`config.mk`:
```
export PLATFORM = sky130hd
export DESIGN_NAME = periodic_event_timer_table_unit_flat
export DESIGN_NICKNAME = d
export VERILOG_FILES = /design/src/hw/rtl/pett_pkg.sv /design/src/hw/rtl/pett_if.sv /design/src/hw/rtl/pett_due_unit.sv /design/src/hw/rtl/periodic_event_timer_table_unit.sv /design/src/flat_wrapper.sv
export SDC_FILE = /design/constraint.sdc
export NUM_CORES = 2
export LEC_CHECK = 0
export BUFFER_PORTS_ARGS = -buffer_cell sky130_fd_sc_hd__clkbuf_2
export CAP_MARGIN = 20
export CORE_MARGIN = 5
export CORE_UTILIZATION = 55
export DETAILED_ROUTE_END_ITERATION = 8
export GPL_TIMING_DRIVEN = 0
export PLACE_DENSITY = 0.74
export SLEW_MARGIN = 25
export SYNTH_ARGS = -nofsm -noshare
export SYNTH_HDL_FRONTEND = slang
export SYNTH_HIERARCHICAL = 1
export SYNTH_SLANG_ARGS = --single-unit
```
`constraint.sdc`:
```
create_clock -name i_clk -period 12.2 [get_ports i_clk]
set_input_delay 1.22 -clock i_clk [delete_from_list [all_inputs] [get_ports i_clk]]
set_output_delay 1.22 -clock i_clk [all_outputs]
set_load 0.01 [all_outputs]
```
`src/hw/rtl/pett_pkg.sv`:
```
// Shared types, codes and sizes for the periodic event timer table.
`timescale 1ns / 1ps

package pett_pkg;

    localparam int NumEntries = 16;
    localparam int TagBits    = 16;
    localparam int TsW        = 32;
    localparam int GranW      = 16;
    localparam int IdxW       = (NumEntries > 1) ? $clog2(NumEntries) : 1;
    localparam int CntW       = $clog2(NumEntries + 1);

    typedef enum logic [1:0] {
        FUNC_REG   = 2'd0,
        FUNC_UNREG = 2'd1,
        FUNC_TICK  = 2'd2,
        FUNC_CLEAR = 2'd3
    } t_func;

    typedef enum logic [1:0] {
        STAT_OK       = 2'd0,
        STAT_DUP      = 2'd1,
        STAT_ZERO_IVL = 2'd2,
        STAT_FULL     = 2'd3
    } t_status;

    typedef enum logic [2:0] {
        ST_IDLE,
        ST_FIND,
        ST_SHIFT,
        ST_TICK,
        ST_RESP
    } t_state;

    typedef struct packed {
        logic [TagBits-1:0] tag;
        logic [TsW-1:0]     interval;
        logic [TsW-1:0]     last_trig;
    } t_entry;

endpackage

```
`src/hw/rtl/pett_if.sv`:
```
// Handshake channels of the periodic event timer table: request, result, configuration.
`timescale 1ns / 1ps

interface pett_req_if;
    import pett_pkg::*;
    logic               valid;
    logic               ready;
    logic [1:0]         func;
    logic [TagBits-1:0] tag;
    logic [TsW-1:0]     interval;
    modport source (output valid, func, tag, interval, input ready);
    modport sink   (input valid, func, tag, interval, output ready);
endinterface

interface pett_rsp_if;
    import pett_pkg::*;
    logic               valid;
    logic               ready;
    logic [1:0]         status;
    logic               fired;
    logic [TagBits-1:0] fired_tag;
    logic               last;
    modport source (output valid, status, fired, fired_tag, last, input ready);
    modport sink   (input valid, status, fired, fired_tag, last, output ready);
endinterface

interface pett_cfg_if;
    import pett_pkg::*;
    logic             valid;
    logic             ready;
    logic [GranW-1:0] data;
    modport source (output valid, data, input ready);
    modport sink   (input valid, data, output ready);
endinterface

```
`src/hw/rtl/pett_due_unit.sv`:
```
// Shared elapsed-time unit: wrapping subtract and compare against the interval.
`timescale 1ns / 1ps

module pett_due_unit (
    input  logic [pett_pkg::TsW-1:0] i_now,
    input  logic [pett_pkg::TsW-1:0] i_last,
    input  logic [pett_pkg::TsW-1:0] i_interval,
    output logic                     o_due
);
    import pett_pkg::*;

    logic [TsW-1:0] elapsed;

    // The subtraction wraps modulo 2^32, as the timestamp does.
    assign elapsed = i_now - i_last;
    assign o_due   = (elapsed >= i_interval);

endmodule

```
`src/hw/rtl/periodic_event_timer_table_unit.sv`:
```
// Top level of the periodic event timer table: entry store, sequencer and result register.
`timescale 1ns / 1ps

// The block keeps up to 16 periodic events in registration order and handles one
// request at a time; i_req.ready is low while a request is in progress. A register
// or unregister request walks the table one entry per cycle looking for the tag; an
// unregister that hits then moves each later entry down by one, one entry per cycle.
// A zero-interval register and a clear go straight to their result. A tick advances
// the timestamp and then passes each entry through the single elapsed-time compare
// unit, one entry per cycle while no fired result waits on a full result register.
// Results go out through one output register; the last result of a request carries
// last = 1, and a new request can be taken while that final result still waits. Any
// request whose own result finds that register still full waits until the earlier
// result is taken. Granularity is written through i_cfg, which is always ready, and
// should only be written while the block is idle. Entries above the current count
// hold stale data and are never read.

module periodic_event_timer_table_unit (
    input  logic        i_clk,
    input  logic        i_rst_n,
    pett_cfg_if.sink    i_cfg,
    pett_req_if.sink    i_req,
    pett_rsp_if.source  o_rsp
);
    import pett_pkg::*;

    t_state             r_state, n_state;
    t_func              r_func;
    logic [TagBits-1:0] r_tag;
    logic [TsW-1:0]     r_ivl;
    logic [CntW-1:0]    r_idx, n_idx;
    logic [CntW-1:0]    r_count, n_count;
    logic [TsW-1:0]     r_ts, n_ts;
    logic [GranW-1:0]   r_gran;
    t_status            r_st, n_st;
    logic               r_pend, n_pend;
    logic [TagBits-1:0] r_pend_tag, n_pend_tag;

    // Result register.
    logic               r_ov, n_ov;
    t_status            r_ostat, n_ostat;
    logic               r_ofired, n_ofired;
    logic [TagBits-1:0] r_otag, n_otag;
    logic               r_olast, n_olast;

    // Entry store: one read address and one write address per cycle.
    t_entry             r_mem [NumEntries];
    t_entry             rd_entry;
    t_entry             wr_data;
    logic               wr_en;
    logic [IdxW-1:0]    wr_addr;
    logic [IdxW-1:0]    rd_addr;

    logic               req_acc;
    logic               slot_free;
    logic               at_end;
    logic               tag_hit;
    logic               due;
    logic [CntW-1:0]    idx_inc;

    assign req_acc   = i_req.valid && i_req.ready;
    assign slot_free = !r_ov || o_rsp.ready;
    assign at_end    = (r_idx == r_count);
    assign idx_inc   = r_idx + CntW'(1);
    assign rd_addr   = (r_state == ST_SHIFT) ? idx_inc[IdxW-1:0] : r_idx[IdxW-1:0];
    assign rd_entry  = r_mem[rd_addr];
    assign tag_hit   = (rd_entry.tag == r_tag);

    // The one compare unit that every tick walks through.
    pett_due_unit u_due (
        .i_now      (r_ts),
        .i_last     (rd_entry.last_trig),
        .i_interval (rd_entry.interval),
        .o_due      (due)
    );

    assign i_req.ready     = (r_state == ST_IDLE);
    assign i_cfg.ready     = 1'b1;
    assign o_rsp.valid     = r_ov;
    assign o_rsp.status    = r_ostat;
    assign o_rsp.fired     = r_ofired;
    assign o_rsp.fired_tag = r_otag;
    assign o_rsp.last      = r_olast;

    // Next state of the sequencer.
    always_comb begin
        n_state = r_state;
        unique case (r_state)
            ST_IDLE: begin
                if (req_acc) begin
                    unique case (t_func'(i_req.func))
                        FUNC_REG:   n_state = (i_req.interval == '0) ? ST_RESP : ST_FIND;
                        FUNC_UNREG: n_state = ST_FIND;
                        FUNC_TICK:  n_state = ST_TICK;
                        FUNC_CLEAR: n_state = ST_RESP;
                        default:    n_state = ST_IDLE;
                    endcase
                end
            end
            ST_FIND: begin
                if (at_end) begin
                    n_state = ST_RESP;
                end else if (tag_hit) begin
                    n_state = (r_func == FUNC_REG) ? ST_RESP : ST_SHIFT;
                end
            end
            ST_SHIFT: begin
                if (idx_inc >= r_count) begin
                    n_state = ST_RESP;
                end
            end
            ST_TICK: begin
                if (at_end && slot_free) begin
                    n_state = ST_IDLE;
                end
            end
            ST_RESP: begin
                if (slot_free) begin
                    n_state = ST_IDLE;
                end
            end
            default: n_state = ST_IDLE;
        endcase
    end

    // Datapath, store writes and result register loads for each state.
    always_comb begin
        n_idx      = r_idx;
        n_count    = r_count;
        n_ts       = r_ts;
        n_st       = r_st;
        n_pend     = r_pend;
        n_pend_tag = r_pend_tag;
        n_ov       = r_ov && !o_rsp.ready;
        n_ostat    = r_ostat;
        n_ofired   = r_ofired;
        n_otag     = r_otag;
        n_olast    = r_olast;
        wr_en      = 1'b0;
        wr_addr    = r_idx[IdxW-1:0];
        wr_data    = rd_entry;

        unique case (r_state)
            ST_IDLE: begin
                if (req_acc) begin
                    n_idx  = '0;
                    n_pend = 1'b0;
                    n_st   = STAT_OK;
                    unique case (t_func'(i_req.func))
                        FUNC_REG: begin
                            if (i_req.interval == '0) begin
                                n_st = STAT_ZERO_IVL;
                            end
                        end
                        FUNC_UNREG: n_st = STAT_OK;
                        FUNC_TICK:  n_ts = r_ts + TsW'(r_gran);
                        FUNC_CLEAR: n_count = '0;
                        default:    n_st = STAT_OK;
                    endcase
                end
            end
            ST_FIND: begin
                if (at_end) begin
                    if (r_func == FUNC_REG) begin
                        if (r_count >= CntW'(NumEntries)) begin
                            n_st = STAT_FULL;
                        end else begin
                            wr_en             = 1'b1;
                            wr_addr           = r_count[IdxW-1:0];
                            wr_data.tag       = r_tag;
                            wr_data.interval  = r_ivl;
                            wr_data.last_trig = '0;
                            n_count           = r_count + CntW'(1);
                            n_st              = STAT_OK;
                        end
                    end
                end else if (tag_hit) begin
                    // Register of a known tag is refused; unregister starts the
                    // shift at the matching entry.
                    if (r_func == FUNC_REG) begin
                        n_st = STAT_DUP;
                    end
                end else begin
                    n_idx = idx_inc;
                end
            end
            ST_SHIFT: begin
                if (idx_inc < r_count) begin
                    wr_en = 1'b1;
                    n_idx = idx_inc;
                end else begin
                    n_count = r_count - CntW'(1);
                    n_st    = STAT_OK;
                end
            end
            ST_TICK: begin
                // A fired tag is held back until the next one is found, so that the
                // final fired result can be marked last.
                if (!at_end) begin
                    if (!due) begin
                        n_idx = idx_inc;
                    end else if (!r_pend || slot_free) begin
                        wr_en             = 1'b1;
                        wr_data.last_trig = r_ts;
                        n_idx             = idx_inc;
                        n_pend            = 1'b1;
                        n_pend_tag        = rd_entry.tag;
                        if (r_pend) begin
                            n_ov     = 1'b1;
                            n_ostat  = STAT_OK;
                            n_ofired = 1'b1;
                            n_otag   = r_pend_tag;
                            n_olast  = 1'b0;
                        end
                    end
                end else if (slot_free) begin
                    n_ov     = 1'b1;
                    n_ostat  = STAT_OK;
                    n_ofired = r_pend;
                    n_otag   = r_pend ? r_pend_tag : '0;
                    n_olast  = 1'b1;
                    n_pend   = 1'b0;
                end
            end
            ST_RESP: begin
                if (slot_free) begin
                    n_ov     = 1'b1;
                    n_ostat  = r_st;
                    n_ofired = 1'b0;
                    n_otag   = '0;
                    n_olast  = 1'b1;
                end
            end
            default: n_ov = 1'b0;
        endcase
    end

    always_ff @(posedge i_clk) begin
        if (!i_rst_n) begin
            r_state <= ST_IDLE;
            r_idx   <= '0;
            r_count <= '0;
            r_ts    <= '0;
            r_gran  <= GranW'(1);
            r_pend  <= 1'b0;
            r_ov    <= 1'b0;
        end else begin
            r_state <= n_state;
            r_idx   <= n_idx;
            r_count <= n_count;
            r_ts    <= n_ts;
            r_pend  <= n_pend;
            r_ov    <= n_ov;
            if (i_cfg.valid && i_cfg.ready) begin
                r_gran <= i_cfg.data;
            end
        end
    end

    // Payload registers need no reset.
    always_ff @(posedge i_clk) begin
        if (req_acc) begin
            r_func <= t_func'(i_req.func);
            r_tag  <= i_req.tag;
            r_ivl  <= i_req.interval;
        end
        if (wr_en) begin
            r_mem[wr_addr] <= wr_data;
        end
        r_st       <= n_st;
        r_pend_tag <= n_pend_tag;
        r_ostat    <= n_ostat;
        r_ofired   <= n_ofired;
        r_otag     <= n_otag;
        r_olast    <= n_olast;
    end

endmodule

```
`src/flat_wrapper.sv`:
```
// flat-port wrapper written by rule: the top's interface ports become plain ports
module periodic_event_timer_table_unit_flat import pett_pkg::*;
  (i_clk, i_rst_n, i_cfg_valid, i_cfg_data, i_cfg_ready, i_req_valid, i_req_func, i_req_tag, i_req_interval, i_req_ready, o_rsp_valid, o_rsp_status, o_rsp_fired, o_rsp_fired_tag, o_rsp_last, o_rsp_ready);
  pett_cfg_if i_cfg_i ();
  pett_req_if i_req_i ();
  pett_rsp_if o_rsp_i ();
  input  logic i_clk;
  input  logic i_rst_n;
  input wire logic [$bits(i_cfg_i.valid)-1:0] i_cfg_valid;
  input wire logic [$bits(i_cfg_i.data)-1:0] i_cfg_data;
  output wire logic [$bits(i_cfg_i.ready)-1:0] i_cfg_ready;
  input wire logic [$bits(i_req_i.valid)-1:0] i_req_valid;
  input wire logic [$bits(i_req_i.func)-1:0] i_req_func;
  input wire logic [$bits(i_req_i.tag)-1:0] i_req_tag;
  input wire logic [$bits(i_req_i.interval)-1:0] i_req_interval;
  output wire logic [$bits(i_req_i.ready)-1:0] i_req_ready;
  output wire logic [$bits(o_rsp_i.valid)-1:0] o_rsp_valid;
  output wire logic [$bits(o_rsp_i.status)-1:0] o_rsp_status;
  output wire logic [$bits(o_rsp_i.fired)-1:0] o_rsp_fired;
  output wire logic [$bits(o_rsp_i.fired_tag)-1:0] o_rsp_fired_tag;
  output wire logic [$bits(o_rsp_i.last)-1:0] o_rsp_last;
  input wire logic [$bits(o_rsp_i.ready)-1:0] o_rsp_ready;
  assign i_cfg_i.valid = i_cfg_valid;
  assign i_cfg_i.data = i_cfg_data;
  assign i_cfg_ready = i_cfg_i.ready;
  assign i_req_i.valid = i_req_valid;
  assign i_req_i.func = i_req_func;
  assign i_req_i.tag = i_req_tag;
  assign i_req_i.interval = i_req_interval;
  assign i_req_ready = i_req_i.ready;
  assign o_rsp_valid = o_rsp_i.valid;
  assign o_rsp_status = o_rsp_i.status;
  assign o_rsp_fired = o_rsp_i.fired;
  assign o_rsp_fired_tag = o_rsp_i.fired_tag;
  assign o_rsp_last = o_rsp_i.last;
  assign o_rsp_i.ready = o_rsp_ready;
  periodic_event_timer_table_unit u_core (.i_clk(i_clk), .i_rst_n(i_rst_n), .i_cfg(i_cfg_i), .i_req(i_req_i), .o_rsp(o_rsp_i));
endmodule
```
==> flow_metrics.env <==
export IMPL_grt_pass1_wl_um=283000
export IMPL_yosys_warnings=6
export IMPL_power_density_mw_per_mm2=276
export IMPL_place_inst=6834
export IMPL_dp_hpwl_um=135000
export IMPL_whs_ps=496
export IMPL_postRouteAntennaNets=0
export IMPL_setup_viol=0
export IMPL_tightest_slew_ps=1230
export IMPL_nNetsFinal=5629
export IMPL_vias=46137
export IMPL_ctsLongestPathBuffers=3
export IMPL_maxSlewViolCount=0
export IMPL_cp_arrival_ps=12230
export IMPL_yosysUniqueCellTypes=92
export IMPL_port_buffers=91
export IMPL_syn_area_per_cell_sq_um=12.4
export IMPL_synth_seq_cells=1431
export IMPL_crit_path_frequent_cell="nand2_1"
export IMPL_hold_path_class="register to register"
export IMPL_end_kind="register"
export IMPL_vdd_drop_max_v=0.000219
export IMPL_clock_sinks=1431
export IMPL_rsz0062_at_grt="no"
export IMPL_synth_compound_area_share_pct=6.78
export IMPL_grt_pass1_vias=44176
export IMPL_synth_simple_area_share_pct=15.4
export IMPL_stdcell_count=7106
export IMPL_drive_above_1_share_pct=11.5
export IMPL_start_kind="register"
export IMPL_fin_crit_sh_pct=96.5
export IMPL_die_height_um=351
export IMPL_min_period_ps=11770
export IMPL_dr_first_iter_drc_count=7396
export IMPL_synth_flop_cell="edfxtp_1"
export IMPL_grt_use_total_pct=31.3
export IMPL_syn_cell_area_sq_mm=0.0638
export IMPL_cts_made_buffers=146
export IMPL_core_area_sq_mm=0.116
export IMPL_antenna_found_initial=2
export IMPL_cts_root_buf="clkbuf_16"
export IMPL_htreeDepth=4
export IMPL_drt_total_wl_um=195000
export IMPL_synthMuxAreaShare_pct=5.95
export IMPL_grt_max_degree=33
export IMPL_synth_edf_count=1368
export IMPL_drc_errors=0
export IMPL_area_growth_pct=14.4
export IMPL_synth_top_family_by_area="simple AND/OR/NAND/NOR gates"
export IMPL_power_leakage_nw=25.7
export IMPL_critPathKind="register to register"
export IMPL_status="completed"
export IMPL_final_common_cell="edfxtp_1"
export IMPL_place_congestion=0.928
export IMPL_wl_per_cell_um=27.4
export IMPL_path_max_fanout=17
export IMPL_synthArstFlopShare_pct=0
export IMPL_syn_nets=5293
export IMPL_seq_area_frac_synth_pct=66.4
export IMPL_max_slew_margin_pct=18.1
export IMPL_cts_tree="yes"
export IMPL_drtPass1Iterations=8
export IMPL_routed_via_density=6.49
export IMPL_synthXorXnorAreaFrac_pct=0.950
export IMPL_hold_viol=0
export IMPL_grt_overflow=0
export IMPL_start_util_pct=55.1
export IMPL_clk_pin_slew_ps=60
export IMPL_crit_path_top_delay_cell="a31oi_1"
export IMPL_slowest_delay_ps=630
export IMPL_ioPinCount=94
export IMPL_cts_hold_buffers=0
export IMPL_max_freq_mhz=84.9
export IMPL_skew_ps=51.2
export IMPL_maxCapViolations=0
export IMPL_final_cell_mix="edfxtp_1, nand2_1, nand3_1"
export IMPL_die_w_um=351
export IMPL_clk_latency_ps=800
export IMPL_synthCells=5129
export IMPL_synthAdderAreaFrac_pct=1.85
export IMPL_required_ps=12660
export IMPL_fp_dieArea_sq_mm=0.123
export IMPL_placementRows=125
## sequential cells by signal, indices dropped and copies added (netlist names), 2 cells and up
register and cells:
u_core/r_mem 1280, u_core/r_ivl 32, u_core/r_ts 32, u_core/o_rsp.fired_tag 16
u_core/r_gran 16, u_core/r_pend_tag 16, u_core/r_tag 16, u_core/r_count 5
u_core/r_idx 5, u_core/r_state 3, u_core/o_rsp.status 2, u_core/r_func 2
u_core/r_st 2
## where the power goes
group | internal [mW] | switching, mW
combinational | 2.29 | 6.03
sequential | 7.38 | 0.125
clock | 2.42 | 1.89
## final timing paths
kind	from	endpoint	slack (ps)	cells after the start
max	u_core/r_idx[1]$_SDFFE_PN0P_	u_core/r_mem[14][6]$_DFFE_PP_	430	39
min	u_core/r_gran[0]$_SDFFE_PN1P_	u_core/r_gran[0]$_SDFFE_PN1P_	500	2
max reg2reg	u_core/r_idx[1]$_SDFFE_PN0P_	u_core/r_mem[14][6]$_DFFE_PP_	430	39
min reg2reg	u_core/r_gran[0]$_SDFFE_PN1P_	u_core/r_gran[0]$_SDFFE_PN1P_	500	2
## cell usage after synthesis (all sizes together), types with 49 or more instances
cell type	number	area share, %
clkbuf	258	1.6
edfxtp	1368	64
inv	89	0.52
a311oi	131	1.8
o21ai	103	0.83
ha	91	1.8
dfxtp	63	2.0
nand3	550	4.3
nor2	90	0.53
a31oi	79	0.78
mux2i	199	3.1
and3	85	0.83
a21oi	85	0.67
buf	79	0.62
mux2	64	1.1
and2	49	0.48
nand2	1214	7.1
## cell type report
type / count / area [sq um]
Clock buffer: 183 / 3830
Tap cell: 1524 / 1910
Clock inverter: 81 / 734
Sequential cell: 1431 / 42300
Multi-Input combinational cell: 3272 / 20000
Inverter: 89 / 334
Timing Repair Buffer: 192 / 2410
Antenna cell: 1 / 2.50
Fill cell: 8423 / 42800
Buffer: 333 / 1380
## stage by stage
| stage | util, % | worst slack [ps] | total power, mW | cell area (sq um) | setup TNS [ps] |
|---|---|---|---|---|---|
| floorplan | - | 1210 | 12.5 | 63800 | 0 |
| global placement | 57.2 | -6980 | 15.2 | 66200 | -8722950 |
| detailed placement | 58.9 | -491 | 15.5 | 68200 | -73240 |
| CTS | 62.9 | 5.34 | 19.8 | 72800 | 0 |
| global route | 63.0 | 55.6 | 20.9 | 72900 | 0 |
| finish | 63.0 | 425 | 20.1 | 72900 | 0 |
## critical path: cells and delay by family (launching register included)
family                   cells  cell delay (ps)
flip-flops                   1              400
buffers and inverters       13             3950
AO/OA/AOI/OAI               11             3100
adder cells (fa/ha/maj)      3              890
AND/OR/NAND/NOR             12             3020
## routing by layer
layer  GRT usage, %  wire, um
met5              0        11
met4           15.3     10200
met3           7.75     26400
met2           47.7     87000
met1           42.6     71400
## kinds of logic (layout without fill, tap and decap cells)
group	after synthesis	after routing
flops	1431	1431
mux	311	311
fa+ha+maj	93	93
other cells	1	2
compound gates	605	605
buf+inv	426	878
xor+xnor	67	67
simple gates	2195	2195
## timing repair
action	in CTS	in global routing
setup buffers	3	8
pin swaps	2	3
endpoints found under the setup margin	718	1321
gates resized for setup	3	11
(Power assumes the default switching activity.)
